## config.mk

```make
export PLATFORM = sky130hd
export DESIGN_NAME = qrs_front
export DESIGN_NICKNAME = d
export VERILOG_FILES = /design/src/hdl/qrs_pkg.sv /design/src/hdl/qrs_front.sv
export SDC_FILE = /design/constraint.sdc
export NUM_CORES = 2
export LEC_CHECK = 0
export ABC_AREA = 1
export ABC_CLOCK_PERIOD_IN_PS = 7300
export BUFFER_PORTS_ARGS = -buffer_cell sky130_fd_sc_hd__clkbuf_2
export CAP_MARGIN = 10
export CORE_ASPECT_RATIO = 1.2
export CORE_MARGIN = 5
export CORE_UTILIZATION = 48
export DETAILED_ROUTE_END_ITERATION = 10
export GPL_ROUTABILITY_DRIVEN = 0
export PLACE_DENSITY_LB_ADDON = 0.12
export SYNTH_ARGS = -nofsm -noshare
export SYNTH_HDL_FRONTEND = slang
export SYNTH_SLANG_ARGS = --single-unit
```

## constraint.sdc

```tcl
create_clock -name clk -period 7.3 [get_ports clk]
set_clock_uncertainty 0.2 [all_clocks]
set_input_delay 1.825 -clock clk [delete_from_list [all_inputs] [get_ports clk]]
set_output_delay 1.825 -clock clk [all_outputs]
set_load 0.02 [all_outputs]
```

## src/hdl/qrs_pkg.sv

```systemverilog
// Package for the quadratic root solver: widths, class codes and shared types.
// Used by the channel interfaces and by every module of the block but the queue.
package qrs_pkg;

	localparam int COEF_W = 16;
	localparam int FRAC_W = 16;
	localparam int ROOT_W = 32;
	localparam int KIND_W = 3;

	typedef enum logic [KIND_W-1:0] {
		KIND_INVALID  = 3'd0,
		KIND_NONE     = 3'd1,
		KIND_LINEAR   = 3'd2,
		KIND_COMPLEX  = 3'd3,
		KIND_DOUBLE   = 3'd4,
		KIND_TWO_REAL = 3'd5
	} kind_t;

endpackage

```

## src/hdl/qrs_front.sv

```systemverilog
// Front end: classifies the equation and computes the discriminant magnitude.
// Depends on qrs_pkg.
module qrs_front import qrs_pkg::*; #(
	parameter int CW = COEF_W
) (
	input  logic clk,
	input  logic arst_n,
	input  logic in_valid,
	output logic in_ready,
	input  logic signed [CW-1:0] a_in,
	input  logic signed [CW-1:0] b_in,
	input  logic signed [CW-1:0] c_in,
	output logic out_valid,
	input  logic out_ready,
	output kind_t kind,
	output logic signed [CW:0] nb,
	output logic signed [CW+1:0] den,
	output logic [2*CW+2:0] mag,
	output logic signed [CW-1:0] c_out,
	output logic signed [CW-1:0] b_out
);
	logic v_s1, v_s2;
	logic adv_s1, adv_s2;
	logic signed [CW-1:0] a_s1, b_s1, c_s1, b_s2, c_s2;
	logic signed [2*CW-1:0] bb_s1;
	logic signed [2*CW+1:0] ac4_s1;
	logic signed [2*CW-1:0] ac_full;
	logic signed [2*CW+2:0] d;
	kind_t kind_s2;
	logic signed [CW:0] nb_s2;
	logic signed [CW+1:0] den_s2;
	logic [2*CW+2:0] mag_s2;

	// Two stages: products, then discriminant and class.
	assign adv_s2 = !v_s2 || out_ready;
	assign adv_s1 = !v_s1 || adv_s2;
	assign in_ready = adv_s1;
	assign ac_full = a_in * c_in;

	always_ff @(posedge clk or negedge arst_n) begin
		if (!arst_n) begin
			v_s1 <= 1'b0;
			v_s2 <= 1'b0;
		end else begin
			if (adv_s1) v_s1 <= in_valid;
			if (adv_s2) v_s2 <= v_s1;
		end
	end

	always_ff @(posedge clk) begin
		if (adv_s1 && in_valid) begin
			a_s1 <= a_in;
			b_s1 <= b_in;
			c_s1 <= c_in;
			bb_s1 <= b_in * b_in;
			ac4_s1 <= {ac_full, 2'b00};
		end
	end

	assign d = {bb_s1[2*CW-1], bb_s1} - {ac4_s1[2*CW+1], ac4_s1};

	always_ff @(posedge clk) begin
		if (adv_s2 && v_s1) begin
			b_s2 <= b_s1;
			c_s2 <= c_s1;
			nb_s2 <= -{b_s1[CW-1], b_s1};
			den_s2 <= {a_s1[CW-1], a_s1, 1'b0};
			mag_s2 <= d[2*CW+2] ? -d : d;
			if (a_s1 == '0 && b_s1 == '0 && c_s1 == '0) kind_s2 <= KIND_INVALID;
			else if (a_s1 == '0 && b_s1 == '0) kind_s2 <= KIND_NONE;
			else if (a_s1 == '0) kind_s2 <= KIND_LINEAR;
			else if (d[2*CW+2]) kind_s2 <= KIND_COMPLEX;
			else if (d == '0) kind_s2 <= KIND_DOUBLE;
			else kind_s2 <= KIND_TWO_REAL;
		end
	end

	assign out_valid = v_s2;
	assign kind = kind_s2;
	assign nb = nb_s2;
	assign den = den_s2;
	assign mag = mag_s2;
	assign c_out = c_s2;
	assign b_out = b_s2;
endmodule

```

Word-level counts from Yosys, hierarchy flattened --
Cells that the tools add are included.
Storage, ports and cells: logic and storage cells 40, bits in registers 217, input bits 52
Cells by class: reductions and logical operators 14, mux-type cells 5, multiply operators 2, add/subtract/negate cells 3
Operators by type and width (count):
- $mul 16x16->32 | 2
- $logic_not 16->1 | 3
- $logic_not 35->1 | 1
- $neg 35->35 | 1
- $sub 34x34->35 | 1
- $mux 34 | 1
- $neg 17->17 | 1
- $logic_and 1x1->1 | 4
- $mux 2 | 2
- $reduce_or 4->1 | 1
- $logic_not 1->1 | 2
- $logic_or 1x1->1 | 2
- $mux 1 | 2
- $reduce_or 2->1 | 1

Longest topological paths before layout --
depth after elaboration 6, gate-level depth with buffers 26, depth with buffers taken out 25

Worst setup path after synthesis --
No wires, ideal clock.
path type input-to-reg, from input port b_in[1], to register bb_s1[28] (data pin), data required time 6.841 ns, arrival 7.215 ns, cell stages on the path 21, library setup time 0.259 ns, setup slack -0.374 ns, cell sequence clkbuf_1 > clkbuf_1 > nand2_1 > inv_1 > fa_1 > fa_1 > fa_1 > fa_1 > fa_1 > inv_1 > fa_1 > inv_1 > ha_1 > nand2_1 > nor4_1 > nand3_1 > nand3_1 > a31o_2 > nand3_1 > nand3_1 > xor2_1
Between the ends: cells in the longest elaborated chain, start to end 1
RTL lines:
- start: declaration | RTL line qrs_front.sv:11 | input logic signed [CW-1:0] b_in,
- $mul 16x16->32 | RTL line qrs_front.sv:55 | bb_s1 <= b_in * b_in;
- end signal: assignment | RTL line qrs_front.sv:55
- end: declaration | RTL line qrs_front.sv:25 | logic signed [2*CW-1:0] bb_s1;
No other way between the ends. A chain may end at the register's enable or synchronous reset.

Worst setup path in the final report --
from input port a_in[12], to register ac4_s1[30] (data pin)
Between the ends: cells in the longest elaborated chain, start to end 1
RTL lines:
- start: declaration | RTL line qrs_front.sv:10 | input logic signed [CW-1:0] a_in,
- $mul 16x16->32 | RTL line qrs_front.sv:38 | assign ac_full = a_in * c_in;
- via ac_full[28] | RTL line qrs_front.sv:27 | logic signed [2*CW-1:0] ac_full;
- end signal: assignment | RTL line qrs_front.sv:56 | ac4_s1 <= {ac_full, 2'b00};
- end: declaration | RTL line qrs_front.sv:26 | logic signed [2*CW+1:0] ac4_s1;
The timed path passes the listed nets, and every way through them passes these cells.

==> flow_metrics.tcl <==
set metrics [dict create \
    root_buffer "clkbuf_16" \
    slowest_stage "fa_1" \
    initial_core_util 0.485 \
    fin_area_um2 34200 \
    max_freq_ghz 0.142 \
    cts_sinks 213 \
    cts_hold_repair.buffers 0 \
    die_w_um 237 \
    grt_overflow 0 \
    worstSetupEndpointType "flop" \
    criticalPathCategory "in -> reg" \
    syn_inst 3348 \
    cp.arrival_ns 7.13 \
    finalSetupTns_ns 0 \
    max_slew_margin 0.381 \
    placed_area_um2 33400 \
    via_per_inst 4.86 \
    die_h_um 282 \
    maxSlewViolCount 0 \
    num-nets-final 4507 \
    mostFrequentLayoutCell "inv_1" \
    hpwl_um 60000 \
    final_cell_mix "946 x inv_1, 717 x nand2_1, 494 x fa_1" \
    grt_pass1_wl_um 117000 \
    hold_viol_final 0 \
    place_inst 4534 \
    drive_gt1_frac 0.161 \
    area_growth_pct 15.7 \
    yosysWarnings 0 \
    antenna_found_initial 1 \
    ys_ff_latch 213 \
    drtIter0Drc 1334 \
    routed_wl_um 68400 \
    synth_edf_count 211 \
    required_ns 7.38 \
    cp_top_family "adder cells" \
    syn_area_um2 29600 \
    portBuffers 157 \
    start_kind "input port" \
    antenna_cells 0 \
    final_cells 4575 \
    async_flop_share 0.00939 \
    period_share 0.966 \
    critPathBufInv 5 \
    setup_violations 0 \
    ios 159 \
    final_antenna_net_count 0 \
    synthFlopType "edfxtp_1" \
    status "finished, final reports clean" \
    grt_pass1_vias 23885 \
    synth_area_per_cell_um2 8.83 \
    clkLatencyLatePin_ns 0.54 \
    vias 22228 \
    core_um2 60900 \
    crit_top_cell "fa_1" \
    rsz0062_at_grt "no" \
    cp_cell_sequence "clkbuf_2, buf_4, nand2_1, fa_1, inv_1, fa_1, fa_1, fa_1, fa_1, inv_1, fa_1, inv_1, ha_1, a21oi_1, o21ai_0, a21oi_1, nand3_1, a31o_2, nand3_1, nand3_1, xor2_1" \
    period_needed_ns 7.05 \
    ys_seq_area_frac 0.216 \
    path_max_fanout 11 \
    clk_pin_slew_ns 0.06 \
    grtUsageTotal 0.213 \
    synth_cell_types 49 \
    cts_buffer_depth 3 \
    drc 0 \
    cts_tree "built" \
    worst_pin_slew_ns 0.929 \
    rows 99 \
    htreeDepth 1 \
    dr.pass1.iters 8 \
    wl_per_cell_um 15.0 \
    cpPeakStageDelay_ns 0.59 \
    min_path_type "reg -> reg" \
    grt_max_degree 71 \
    drv_cap 0 \
    dieArea_um2 66700 \
    cts_buffers 24 \
]
==> layout make-up <==
class | instances | area, um2
clock buffers | 29 | 641
flip-flops and latches | 213 | 6390
clock inverters | 12 | 115
inverters | 963 | 3620
repair buffers | 474 | 3220
multi-input cells | 2076 | 19200
well taps | 808 | 1010
fillers | 5620 | 26700
==> registers in the layout, indices dropped and copies added, names as in the netlist <==
register / count
mag: 34
ac4_s1: 32
bb_s1: 30
a_s1: 16
b_out: 16
b_s1: 16
c_out: 16
c_s1: 16
den: 16
nb: 16
kind: 3
out_valid: 1
v_s1: 1
==> worst register-to-register path, stage by stage, from the launching register on <==
cell and delay (ns):
edfxtp_1 0.38, ha_1 0.20, inv_1 0.12, fa_1 0.29
nand2_2 0.11, a21oi_2 0.23, nand3_1 0.15, nand3_2 0.13
nand3_1 0.10, nand2_1 0.09, nand2_1 0.08, o21ai_4 0.46
inv_2 0.36, nand2_1 0.25, nand2_1 0.07, nand2_1 0.06
nand2_1 0.06
==> per-layer routing <==
metal  up-vias  global-route usage  wire length, um  share of wire
li1      10677                   -                -              -
met1     10977               0.287            29200           0.43
met2       486               0.383            34900           0.51
met3        88              0.0166             3120          0.046
met4         0              0.0420             1240          0.018
met5         -                   0                0              0
==> repair_timing <==
item | CTS | global route
hold endpoints to repair | 0 | 0
endpoints found under the setup margin | 0 | 7
setup buffers | 0 | 0
gates resized for setup | 0 | 9
==> metrics by stage <==
stage                     hold slack, ns  setup slack [ns]   util
after floorplan                    0.226           -0.0850      -
after global placement             0.231            -0.226  0.549
after detailed placement           0.236            -0.336  0.549
after CTS                          0.251             0.264  0.561
after global routing               0.256         0.0000706  0.562
final                              0.250             0.248  0.562
==> path summary, 6_finish.rpt <==
kind | from | end | cells after the start | slack (ns)
worst max register to register | ac4_s1[2] | mag[30] | 16 | 3.69
min in group asynchronous | arst_n | v_s1 | 1 | 0.87
max in group asynchronous | arst_n | out_valid | 1 | 5.93
worst min-delay path | a_s1[0] | den[1] | 0 | 0.25
worst min register to register | a_s1[0] | den[1] | 0 | 0.25
worst max-delay path | a_in[12] | ac4_s1[30] | 21 | 0.25
==> cells by family (layout without fill, tap and decap cells) <==
group	count (synthesis)	in the layout	synth area share
AO/OA/AOI/OAI	189	189	0.0379
XOR/XNOR	125	125	0.0370
adder cells (fa/ha/maj)	703	703	0.424
buffers and inverters	1060	1478	0.135
flip-flops	213	213	0.216
other	1	2	0.000127
AND/OR/NAND/NOR	1057	1057	0.150
==> cell usage after synthesis (all sizes together), types with 14 or more instances <==
cell	number	area [um2]
a21o	14	105
a21oi	94	497
clkbuf	88	330
edfxtp	211	6340
fa	497	9950
ha	206	2580
inv	961	3610
nand2	741	2860
nand3	82	440
nand4	22	153
nor2	161	674
nor3	21	120
o21ai	46	249
xnor2	46	403
xor2	79	692
Power is left out: the tool's default activity adds up to more than one toggle a clock period on the data nets, which glitch-free logic cannot reach.
