### src/hdl/qrs_queue.sv
// Short queue that decouples the front end from the back end.
// Depends only on its parameters.
module qrs_queue #(
	parameter int W = 8,
	parameter int DEPTH = 4
) (
	input  logic clk,
	input  logic arst_n,
	input  logic in_valid,
	output logic in_ready,
	input  logic [W-1:0] in_data,
	output logic out_valid,
	input  logic out_ready,
	output logic [W-1:0] out_data
);
	localparam int AW = $clog2(DEPTH);
	logic [W-1:0] mem_q [DEPTH];
	logic [AW-1:0] wp_q, rp_q;
	logic [AW:0] cnt_q;
	logic wr, rd;

	assign in_ready = cnt_q != (AW+1)'(DEPTH);
	assign out_valid = cnt_q != '0;
	assign wr = in_valid && in_ready;
	assign rd = out_valid && out_ready;
	assign out_data = mem_q[rp_q];

	always_ff @(posedge clk or negedge arst_n) begin
		if (!arst_n) begin
			wp_q <= '0;
			rp_q <= '0;
			cnt_q <= '0;
		end else begin
			if (wr) wp_q <= (wp_q == AW'(DEPTH-1)) ? '0 : wp_q + 1'b1;
			if (rd) rp_q <= (rp_q == AW'(DEPTH-1)) ? '0 : rp_q + 1'b1;
			cnt_q <= cnt_q + (AW+1)'(wr) - (AW+1)'(rd);
		end
	end

	always_ff @(posedge clk) begin
		if (wr) mem_q[wp_q] <= in_data;
	end
endmodule

### config.mk
export PLATFORM = sky130hd
export DESIGN_NAME = qrs_queue
export DESIGN_NICKNAME = d
export VERILOG_FILES = /design/src/hdl/qrs_queue.sv
export SDC_FILE = /design/constraint.sdc
export NUM_CORES = 1
export LEC_CHECK = 0
export ABC_AREA = 0
export BUFFER_PORTS_ARGS = -buffer_cell sky130_fd_sc_hd__buf_2
export CORE_MARGIN = 2
export CORE_UTILIZATION = 50
export CTS_CLUSTER_DIAMETER = 40
export DETAILED_ROUTE_END_ITERATION = 12
export GPL_ROUTABILITY_DRIVEN = 0
export GPL_TIMING_DRIVEN = 0
export PLACE_DENSITY = 0.74
export SLEW_MARGIN = 20
export SYNTH_ARGS = -nofsm -noshare
export SYNTH_HDL_FRONTEND = slang
export SYNTH_SLANG_ARGS = --single-unit
export TNS_END_PERCENT = 30
### constraint.sdc
create_clock -name clk -period 3.95 [get_ports clk]
set_input_delay 0.395 -clock clk [delete_from_list [all_inputs] [get_ports clk]]
set_output_delay 0.395 -clock clk [all_outputs]
set_load 0.03 [all_outputs]
# Yosys cells after proc, flatten, opt, wreduce, memory -nomap -nowiden
# Memory sizes are Yosys's and may differ from the RTL's.
# Index checks and enable logic that the tools add are counted.
# word_totals
regBits,7
ram_bits,32
in_bits,12
out_inout_bits,10
elab_cells,18
memories,1
# op_classes
n_addsub,4
n_eq_ne,3
muxes,4
reduce_logical,3
# memory_table
name,words,width,rd,rd_clocked_by_memory_dff,write_ports,line_no,text
mem_q,4,8,1,0,1,17,logic [W-1:0] mem_q [DEPTH];
# op_table
cell,count
$add A2 B1 Y2 const B,2
$eq A2 B2 Y1 const B,2
$mux W2,2
$add A3 B1 Y3,1
$ne A3 B3 Y1 const B,1
$reduce_bool A3 Y1,1
$sub A3 B1 Y3,1
$logic_and A1 B1 Y1,2
$mux W1,2

# Logic depth before layout (Yosys ltp)
# Gate-level depths: netlist (run 1).
# depth
depth_word,4
ltp_mapped,10
mapped_depth_nobuf,9

# Worst setup path after synthesis (run 1)
# No wires, ideal clock.
# synth_path
path_kind,register -> register
start,reg cnt_q[1]
end,reg cnt_q[2]
t_arrival_ns,2.105
t_required_ns,3.826
slack_ns,1.722
stages_incl_launch_ff,11
n_path_buf,1
synth_period_minus_slack_ns,2.228
cell_sequence,dfrtp_1 -> or3b_1 -> buf_6 -> nand2_1 -> ha_1 -> inv_1 -> ha_1 -> inv_1 -> fa_1 -> xnor2_1 -> xnor2_1
# synth_via
elab_chain_len,4
elab_cells_between_ends,6
# synth_lines
element,line_no,text
start: declaration,19,logic [AW:0] cnt_q;
start signal: assignment,36,cnt_q <= cnt_q + (AW+1)'(wr) - (AW+1)'(rd);
$ne A3 B3 Y1,22,assign in_ready = cnt_q != (AW+1)'(DEPTH);
named net in_ready,10,"output logic in_ready,"
$logic_and A1 B1 Y1,24,assign wr = in_valid && in_ready;
$add A3 B1 Y3,36,
$sub A3 B1 Y3,36,
# The timed path passes the listed nets, and every way through them passes these cells.
# A chain may end at the register's enable or synchronous reset.

# Final worst setup path (run 1)
# layout_path
start,reg cnt_q[1]
end,reg cnt_q[2]
# layout_via
elab_chain_len,4
elab_cells_between_ends,6
# layout_lines
element,line_no
$ne A3 B3 Y1,22
$logic_and A1 B1 Y1,24
$add A3 B1 Y3,36
$sub A3 B1 Y3 (*),36
# Every way passes the cells marked *; elsewhere a longest branch is shown, timed or not.

==> flow_metrics.tcl, run 1 <==
set metrics [dict create \
    status "completed" \
    clock-sinks 39 \
    synth_top_area_share_pct 59.1 \
    ys_ff_latch 39 \
    powerDensity_nw_per_um2 794 \
    synth_edf_count 32 \
    dp_hpwl_mm 1.81 \
    drv_cap 0 \
    p_leak_nw 0.740 \
    cp-end-kind "flop" \
    core_area_sq_um 3080 \
    crit_path_start_kind "flop" \
    rsz0062_at_grt "no" \
    maxSlewHeadroom_pct 65.5 \
    grt_usage_pct 17.2 \
    p_total_w 0.00151 \
    drtIter0Drc 11 \
    ctsResizeCount 0 \
    cp_slowest_cell "dfrtp_1" \
    fmax_ghz 0.422 \
    die_area_sq_um 3720 \
    synth_nets 105 \
    drive_gt1_share_pct 34.8 \
    period_needed_ps 2370 \
    drc_errors 0 \
    hold_violations 0 \
    fin_ws_ps 1580 \
    h-tree-depth 2 \
    fin_nets 134 \
    port-buffer-count 21 \
    numCtsBuffers 5 \
    io_pins 22 \
    die_h_um 61.0 \
    yosysUniqueCellTypes 22 \
    worst_ep_required_time_ps 4180 \
    via_per_inst 5.25 \
    yosysSeqAreaShare_pct 69.9 \
    synthTopCellsByCount "32 x edfxtp_1, 8 x mux4_2, 7 x dfrtp_1, 7 x ha_1, 6 x inv_1" \
    area.growth.synth_to_final_pct 16.7 \
    hold_path_class "input port to flop" \
    routed_wl_mm 2.58 \
    grt_max_degree 13 \
    peakVddDrop_mv 0.371 \
    wl_per_cell_um 16.2 \
    antenna_found_initial 0 \
    critPathMaxFanout 8 \
    synth_most_common_cell "edfxtp_1" \
    grt_pass1_vias 845 \
    cts_hold_buf 1 \
    worstSetupPathType "flop to flop" \
    slew_viol_final 0 \
    overflow 0 \
    ys_warn_count 0 \
    rows 20 \
    clock_latency_ps 340 \
    first_pass_iters 4 \
    path_cells "or3b_1, buf_6, nand2_1, ha_1, inv_1, ha_1, inv_1, fa_1, xnor2_1, xnor2_1" \
    yosysTopAreaCell "edfxtp_1" \
    setup_viol 0 \
    n_fill_cell 243 \
    final_antenna_net_count 0 \
    crit_path_max_incr_delay_ps 490 \
    place_ws_ps 1610 \
    synth_ff_type "edfxtp_1" \
    worst_pin_slew_ps 517 \
    grt_pass1_wl_mm 4.21 \
    worstPathArrival_ps 2600 \
    finalSetupTns_ps 0 \
    min_period_over_period_pct 60.0 \
    cts_tree "built" \
    async_flop_share_pct 17.9 \
    finClkSkew_ps 5.15 \
    start_util_pct 52.8 \
    ctsLongestPathBuffers 2 \
    die_w_um 61.0 \
    cts.clk_slew.worst_paths_ps 110 \
    ctsRootBufferMaster "clkbuf_4" \
    synth_area_sq_um 1630 \
    vias 834 \
    synth_area_leaders "edfxtp_1 59%, mux4_2 11%, dfrtp_1 11%, ha_1 5.4%, and3_1 1.5%" \
    avgSynthCellArea_sq_um 19.1 \
    synthCells 85 \
    num_antenna_cells 0 \
    cts_setup_buffers 0 \
]
logic make-up after synthesis:
| logic type | synth area share [%] |
|---|---|
| flip-flops | 69.9 |
| AND/OR/NAND/NOR | 5.77 |
| multiplexers | 12.5 |
| buffers and inverters | 2.62 |
| adder cells (fa/ha/maj) | 6.62 |
| AO/OA/AOI/OAI | 1.54 |
| XOR/XNOR | 1.08 |
path summary, 6_finish.rpt:
| path | cells after the start | slack, ps | to | start |
|---|---|---|---|---|
| setup / recovery | 10 | 1580 | cnt_q[2] | cnt_q[1] |
| hold / removal | 1 | 260 | mem_q[1][4] | in_data[4] |
| setup reg to reg | 10 | 1580 | cnt_q[2] | cnt_q[1] |
| hold reg to reg | 1 | 590 | cnt_q[2] | cnt_q[2] |
| max in group asynchronous | 2 | 3410 | wp_q[0] | arst_n |
| min in group asynchronous | 2 | 390 | cnt_q[1] | arst_n |
registers in the layout, summed over array words and instances, names as in the netlist:
signal,flops
cnt_q,3
wp_q,2
rp_q,2
mem_q,32
per-layer routing:
layer	track usage [%]	routed length, um	part of all wire (%)
met1	20.9	1080	42
met2	28.1	1320	51
met3	6.51	142	5.5
met4	6.52	44	1.7
met5	0	0	0
cells in the final DEF, fill, tap and decap left out, types with 4 or more instances in the layout:
| cell type | count |
|---|---|
| edfxtp_1 | 32 |
| buf_2 | 22 |
| mux4_2 | 8 |
| ha_1 | 7 |
| dfrtp_1 | 7 |
| inv_1 | 6 |
| clkbuf_4 | 5 |
| and3_1 | 4 |
where the power goes:
part           leakage (nW)  internal (W)  switching [W]  total (W)
clock                0.0525      0.000198       0.000124   0.000322
combinational         0.312      0.000241       0.000326   0.000566
sequential            0.376      0.000556      0.0000618   0.000618
total                 0.740      0.000994       0.000512    0.00151
stage by stage:
stage	instance area [sq um]	hold slack (ps)	util [%]	cells
global route	1900	230	61.6	159
finish	1900	261	61.6	159
floorplan	1630	99.4	-	85
detailed placement	1790	232	58.0	150
global placement	1790	237	58.0	150
CTS	1900	253	61.6	159
area by class of cell:
| type | instances | area (sq um) | area share, % |
|---|---|---|---|
| Sequential cell | 39 | 1140 | 59.9 |
| Multi-Input combinational cell | 37 | 447 | 23.5 |
| Timing Repair Buffer | 22 | 115 | 6.07 |
| Clock inverter | 2 | 60.1 | 3.17 |
| Tap cell | 44 | 55.1 | 2.90 |
| Clock buffer | 6 | 41.3 | 2.18 |
| Inverter | 6 | 22.5 | 1.19 |
| Buffer | 3 | 20.0 | 1.06 |
critical path: cells and delay by family (launching register included):
family        cells  cell delay [ps]
fa+ha+maj         3              730
flops             1              490
buf+inv           3              260
xor+xnor          2              280
simple gates      2              510
No activity file was read; power rests on OpenSTA's default activity.
==> inputs of run 2 (changes only) <==
- ABC_AREA: 0 -> 1
- PLACE_DENSITY: 0.74 -> 0.76
- clock period: 3.95 -> 2.1 ns (I/O delays scaled with it)
==> run 2 against run 1 <==
Net effect:
- non-clock buffer count grew 4
- fmax grew 22%
- sequential cell count is the same
- register-to-register slack lost 1400 ps
- critical path type unchanged
==> flow_metrics.tcl, run 2 <==
set metrics [dict create \
    synth_most_common_cell "nand2_1" \
    worst_ep_required_time_ps 2340 \
    dpl-instance-area_sq_um 1930 \
    grt_pass1_vias 1111 \
    yosysSeqAreaShare_pct 64.3 \
    status "completed" \
    worstSetupPathType "flop to flop" \
    fin_ws_ps 160 \
    synthCells 149 \
    synthTopCellsByCount "35 x nand2_1, 32 x edfxtp_1, 29 x inv_1, 16 x o211ai_1" \
    grt_max_degree 12 \
    start_util_pct 52.5 \
    fin_nets 200 \
    drv_cap 0 \
    final_common_cell "nand2_1" \
    cts.clk_slew.worst_paths_ps 110 \
    h-tree-depth 2 \
    cp_slowest_cell "fa_1" \
    finClkSkew_ps 12.2 \
    die_area_sq_um 4020 \
    numCtsBuffers 5 \
    synth_edf_count 32 \
    dp_hpwl_mm 2.11 \
    die_h_um 63.4 \
    top_register "mem_q" \
    port-buffer-count 21 \
    vias 1091 \
    hold_violations 0 \
    crit_path_start_kind "flop" \
    slew_viol_final 0 \
    cts_tree "built" \
    via_per_inst 4.81 \
    final_antenna_net_count 0 \
    p_total_w 0.00285 \
    yosysTopAreaCell "edfxtp_1" \
    min_period_over_period_pct 92.4 \
    grt_pass1_wl_mm 5.23 \
    n_fill_cell 296 \
    wl_per_cell_um 13.5 \
    antenna_found_initial 0 \
    synth_ff_type "edfxtp_1" \
    maxSlewHeadroom_pct 46.9 \
    drc_errors 0 \
    p_leak_nw 0.887 \
    overflow 0 \
    fmax_ghz 0.515 \
    core_area_sq_um 3360 \
    reg_top3 "mem_q: 32 flops, cnt_q: 3 flops" \
    ctsLongestPathBuffers 2 \
    period_needed_ps 1940 \
    async_flop_share_pct 17.9 \
    hold_path_class "input port to flop" \
    synth_area_leaders "edfxtp_1 54%, dfrtp_1 9.9%, nand2_1 7.4%, o211ai_1 6.8%, inv_1 6.2%" \
    avgSynthCellArea_sq_um 11.9 \
    first_pass_iters 4 \
    powerDensity_nw_per_um2 1420 \
    path_cells "nor2_4, nand2_2, nand2_2, inv_1, ha_1, inv_1, ha_1, inv_1, fa_1, inv_1" \
    crit_top_cell "inv_1" \
    place_ws_ps 91.1 \
    ys_warn_count 0 \
    critPathMaxFanout 4 \
    routed_wl_mm 3.07 \
    mostFrequentLayoutCells "35 x nand2_1, 32 x edfxtp_1, 29 x inv_1" \
    num_antenna_cells 0 \
    worstPathArrival_ps 2180 \
    cp-end-kind "flop" \
    io_pins 22 \
    largest_reg_flops 32 \
    crit_path_max_incr_delay_ps 480 \
    yosysUniqueCellTypes 15 \
    setup_viol 0 \
    finalInstanceArea_sq_um 2000 \
    rows 21 \
    synth_top_area_share_pct 54.4 \
    die_w_um 63.4 \
    peakVddDrop_mv 0.591 \
    drtIter0Drc 54 \
    clock-sinks 39 \
    ctsRootBufferMaster "clkbuf_4" \
    synth_nets 169 \
    area.growth.synth_to_final_pct 13.5 \
    clock_latency_ps 330 \
    worst_pin_slew_ps 793 \
    drive_gt1_share_pct 21.5 \
    ys_ff_latch 39 \
    grt_usage_pct 17.5 \
    synth_area_sq_um 1770 \
]
==> run 2: routing by layer <==
metal	vias to the layer above	track usage, %	part of all wire (%)
met5	-	0	0
met4	0	8.15	1.7
met3	4	3.93	3.7
met2	21	28.7	52
met1	513	22.2	43
li1	553	-	-
==> run 2: cells by family after synthesis <==
family                   after synthesis  share of synthesized area, %
adder cells (fa/ha/maj)                8                          6.09
AND/OR/NAND/NOR                       50                          12.5
AO/OA/AOI/OAI                         16                          6.80
XOR/XNOR                               2                         0.992
flip-flops                            39                          64.3
buffers and inverters                 34                          9.35
==> run 2: power by group <==
| part | internal, W | switching, W | leakage [nW] | total (W) |
|---|---|---|---|---|
| Combinational | 0.000478 | 0.000867 | 0.483 | 0.00135 |
| Sequential | 0.00104 | 0.000105 | 0.376 | 0.00115 |
| Clock | 0.000124 | 0.000229 | 0.0273 | 0.000353 |
==> run 2: layout make-up <==
class / count / area (sq um) / area share (%)
multi-input cells: 76 / 465 / 23.2
inverters: 29 / 109 / 5.43
flip-flops and latches: 39 / 1140 / 56.7
clock inverters: 2 / 7.51 / 0.375
repair buffers: 24 / 130 / 6.49
well taps: 46 / 57.6 / 2.87
clock buffers: 6 / 41.3 / 2.06
plain buffers: 5 / 56.3 / 2.81
==> run 2: repair_timing <==
item,4_1_cts,5_1_grt
setup buffers,0,2
hold endpoints to repair,7,0
hold buffers,1,0
setup endpoints to repair,0,2
gates resized for setup,0,1
==> run 2: worst paths after layout <==
path	end	cells after the start	slack, ps	start
worst max-delay path	cnt_q[1]	10	160	cnt_q[1]
worst min-delay path	mem_q[1][1]	1	90	in_data[1]
worst max register to register	cnt_q[1]	10	160	cnt_q[1]
worst min register to register	wp_q[1]	2	540	wp_q[1]
max in group asynchronous	cnt_q[1]	2	1700	arst_n
min in group asynchronous	rp_q[0]	2	230	arst_n
==> run 2: per-stage QoR <==
stage / TNS (ps) / instances / hold WS [ps] / util, %
finish: 0 / 227 / 89.7 / 59.6
CTS: 0 / 225 / 76.9 / 59.1
global placement: 0 / 216 / 48.5 / 57.4
floorplan: 0 / 149 / -85.6 / -
detailed placement: 0 / 216 / 54.1 / 57.4
global route: -5.95 / 227 / 74.0 / 59.6
==> run 2: worst max-delay path, delay by kind of cell (launching register included) <==
kind          cells  cell delay (ps)
fa+ha+maj         3              880
flops             1              460
simple gates      3              300
buf+inv           4              210
==> inputs of run 3 (changes only) <==
- CORE_UTILIZATION: 50 -> 51
- PLACE_DENSITY: 0.76 -> 0.77
==> run 3 against run 2 <==
Net effect:
- register-to-register slack got worse by 20 ps
- fmax fell by 0.88%
- clock skew fell by 6.1 ps
- total power rose by 5.3%
- global-route usage fell by 0.96 points
- non-clock buffer count fell by 1
- sequential power barely moved
- largest power group unchanged
- clock power rose by 43%
- critical endpoint is now cnt_q[2]
- critical path depth rose by 1
==> flow_metrics.tcl, run 3 (synthesis gave the netlist of run 2 again) <==
set metrics [dict create \
    finalSetupTns_ps 0 \
    die_area_sq_um 3950 \
    maxSlewHeadroom_pct 46.7 \
    num_antenna_cells 0 \
    status "completed" \
    grt_usage_pct 16.6 \
    reg_top3 "mem_q: 32 flops, cnt_q: 3 flops" \
    hold_path_class "input port to flop" \
    finalInstanceArea_sq_um 2030 \
    ctsRootBufferMaster "clkbuf_4" \
    rows 21 \
    dpl-instance-area_sq_um 1930 \
    top_register "mem_q" \
    first_pass_iters 4 \
    drv_cap 0 \
    cp-end-kind "flop" \
    drive_gt1_share_pct 22.8 \
    clockPowerShare_pct 16.9 \
    internal_power_w 0.00176 \
    overflow 0 \
    die_w_um 62.9 \
    clock-sinks 39 \
    critPathMaxFanout 4 \
    seqPwrFrac_pct 38.5 \
    grt_pass1_vias 1114 \
    grt_util_met2_pct 30.9 \
    p_total_w 0.00300 \
    largest_reg_flops 32 \
    p_comb_share_pct 44.7 \
    fmax_ghz 0.511 \
    mostFrequentLayoutCells "35 x nand2_1, 32 x edfxtp_1, 29 x inv_1" \
    worstSetupPathType "flop to flop" \
    cts.clk_slew.worst_paths_ps 120 \
    area.growth.synth_to_final_pct 14.9 \
    clock_latency_ps 350 \
    vias 1108 \
    min_period_over_period_pct 93.2 \
    grtUsageMet3_pct 5.05 \
    p_leak_nw 0.900 \
    drc_errors 0 \
    r2r.worst_path.cells 11 \
    powerDensity_nw_per_um2 1480 \
    hold_violations 0 \
    peakVddDrop_mv 0.998 \
    die_h_um 62.9 \
    use_met1_pct 18.2 \
    routed_wl_mm 3.05 \
    n_fill_cell 284 \
    port-buffer-count 21 \
    switching_share_pct 41.3 \
    cts_tree "built" \
    min_path_cells 1 \
    start_util_pct 52.9 \
    grt-busiest-layer "met2" \
    antenna_found_initial 0 \
    grt_max_degree 14 \
    wl_per_cell_um 13.5 \
    numCtsBuffers 5 \
    crit_path_start_kind "flop" \
    ctsLongestPathBuffers 2 \
    slew_viol_final 0 \
    period_needed_ps 1960 \
    io_pins 22 \
    drtIter0Drc 32 \
    final_antenna_net_count 0 \
    worst_pin_slew_ps 797 \
    core_area_sq_um 3340 \
    finClkSkew_ps 6.06 \
    setup_viol 0 \
    via_per_inst 4.90 \
    h-tree-depth 2 \
    rsz0062_at_grt "no" \
    grt_pass1_wl_mm 4.87 \
    worstPathArrival_ps 2210 \
    final_common_cell "nand2_1" \
    worst_ep_required_time_ps 2350 \
    power_switching_w 0.00124 \
    dp_hpwl_mm 2.15 \
    fin_nets 199 \
]
[run 3: cell count changes in the layout (fill, tap and decap cells not counted)]
cell	before	now
bufinv_16	0	1
clkinv_4	0	1
clkinv_1	2	0
clkbuf_1	1	0
clkinv_2	0	1
buf_4	2	1
[run 3: through the flow]
stage                     hold WS (ps)  instances  util, %  setup WS [ps]
final                             63.5        226     60.8            142
after global placement            49.9        216     57.8            178
after global routing              52.9        226     60.8           4.03
after CTS                         56.9        225     60.6           94.2
after floorplan                  -85.6        149        -            115
after detailed placement          55.5        216     57.8            117
[run 3: worst paths after layout]
kind	from	endpoint	slack, ps
worst max-delay path	cnt_q[1]	cnt_q[2]	140
worst min-delay path	in_data[6]	mem_q[1][6]	60
worst max register to register	cnt_q[1]	cnt_q[2]	140
worst min register to register	wp_q[0]	wp_q[0]	580
max in group asynchronous	arst_n	cnt_q[1]	1720
min in group asynchronous	arst_n	rp_q[0]	210
[run 3: power by group through the flow]
stage / clock [W] / sequential [W] / combinational, W
after detailed placement: 0 / 0.00117 / 0.00134
after global routing: 0.000545 / 0.00117 / 0.00150
final: 0.000505 / 0.00115 / 0.00134
after floorplan: 0 / 0.00115 / 0.000994
after CTS: 0.000514 / 0.00116 / 0.00134
after global placement: 0 / 0.00116 / 0.00128
[run 3: repair_timing]
action / in CTS / in global routing
buffers inserted: 0 / 1
hold buffers: 1 / 0
endpoints found under the setup margin: 0 / 2
hold endpoints to repair: 7 / 0
resized for setup: 0 / 1
[run 3: routing by layer]
layer / wire length, um / part of all wire, %
met5: 0 / 0
met4: 27 / 0.89
met1: 1310 / 43
met3: 119 / 3.9
met2: 1590 / 52
[run 3: final cells by class]
cell class	count	area (sq um)	share of cell area, %
sequential	39	1140	56.0
multi-input combinational	76	465	22.9
timing repair buffer	23	123	6.04
inverter	29	109	5.36
tap	46	57.6	2.84
buffer	5	56.3	2.77
clock inverter	3	43.8	2.16
clock buffer	5	37.5	1.85
[run 3: worst max-delay path, stage by stage, from the launching register on]
cell	delay, ps
dfrtp_2	460
nor2_4	150
nand2_2	90
nand2_2	90
inv_1	40
ha_1	260
inv_1	60
ha_1	140
inv_1	50
fa_1	370
nand2_1	80
nand2_1	50
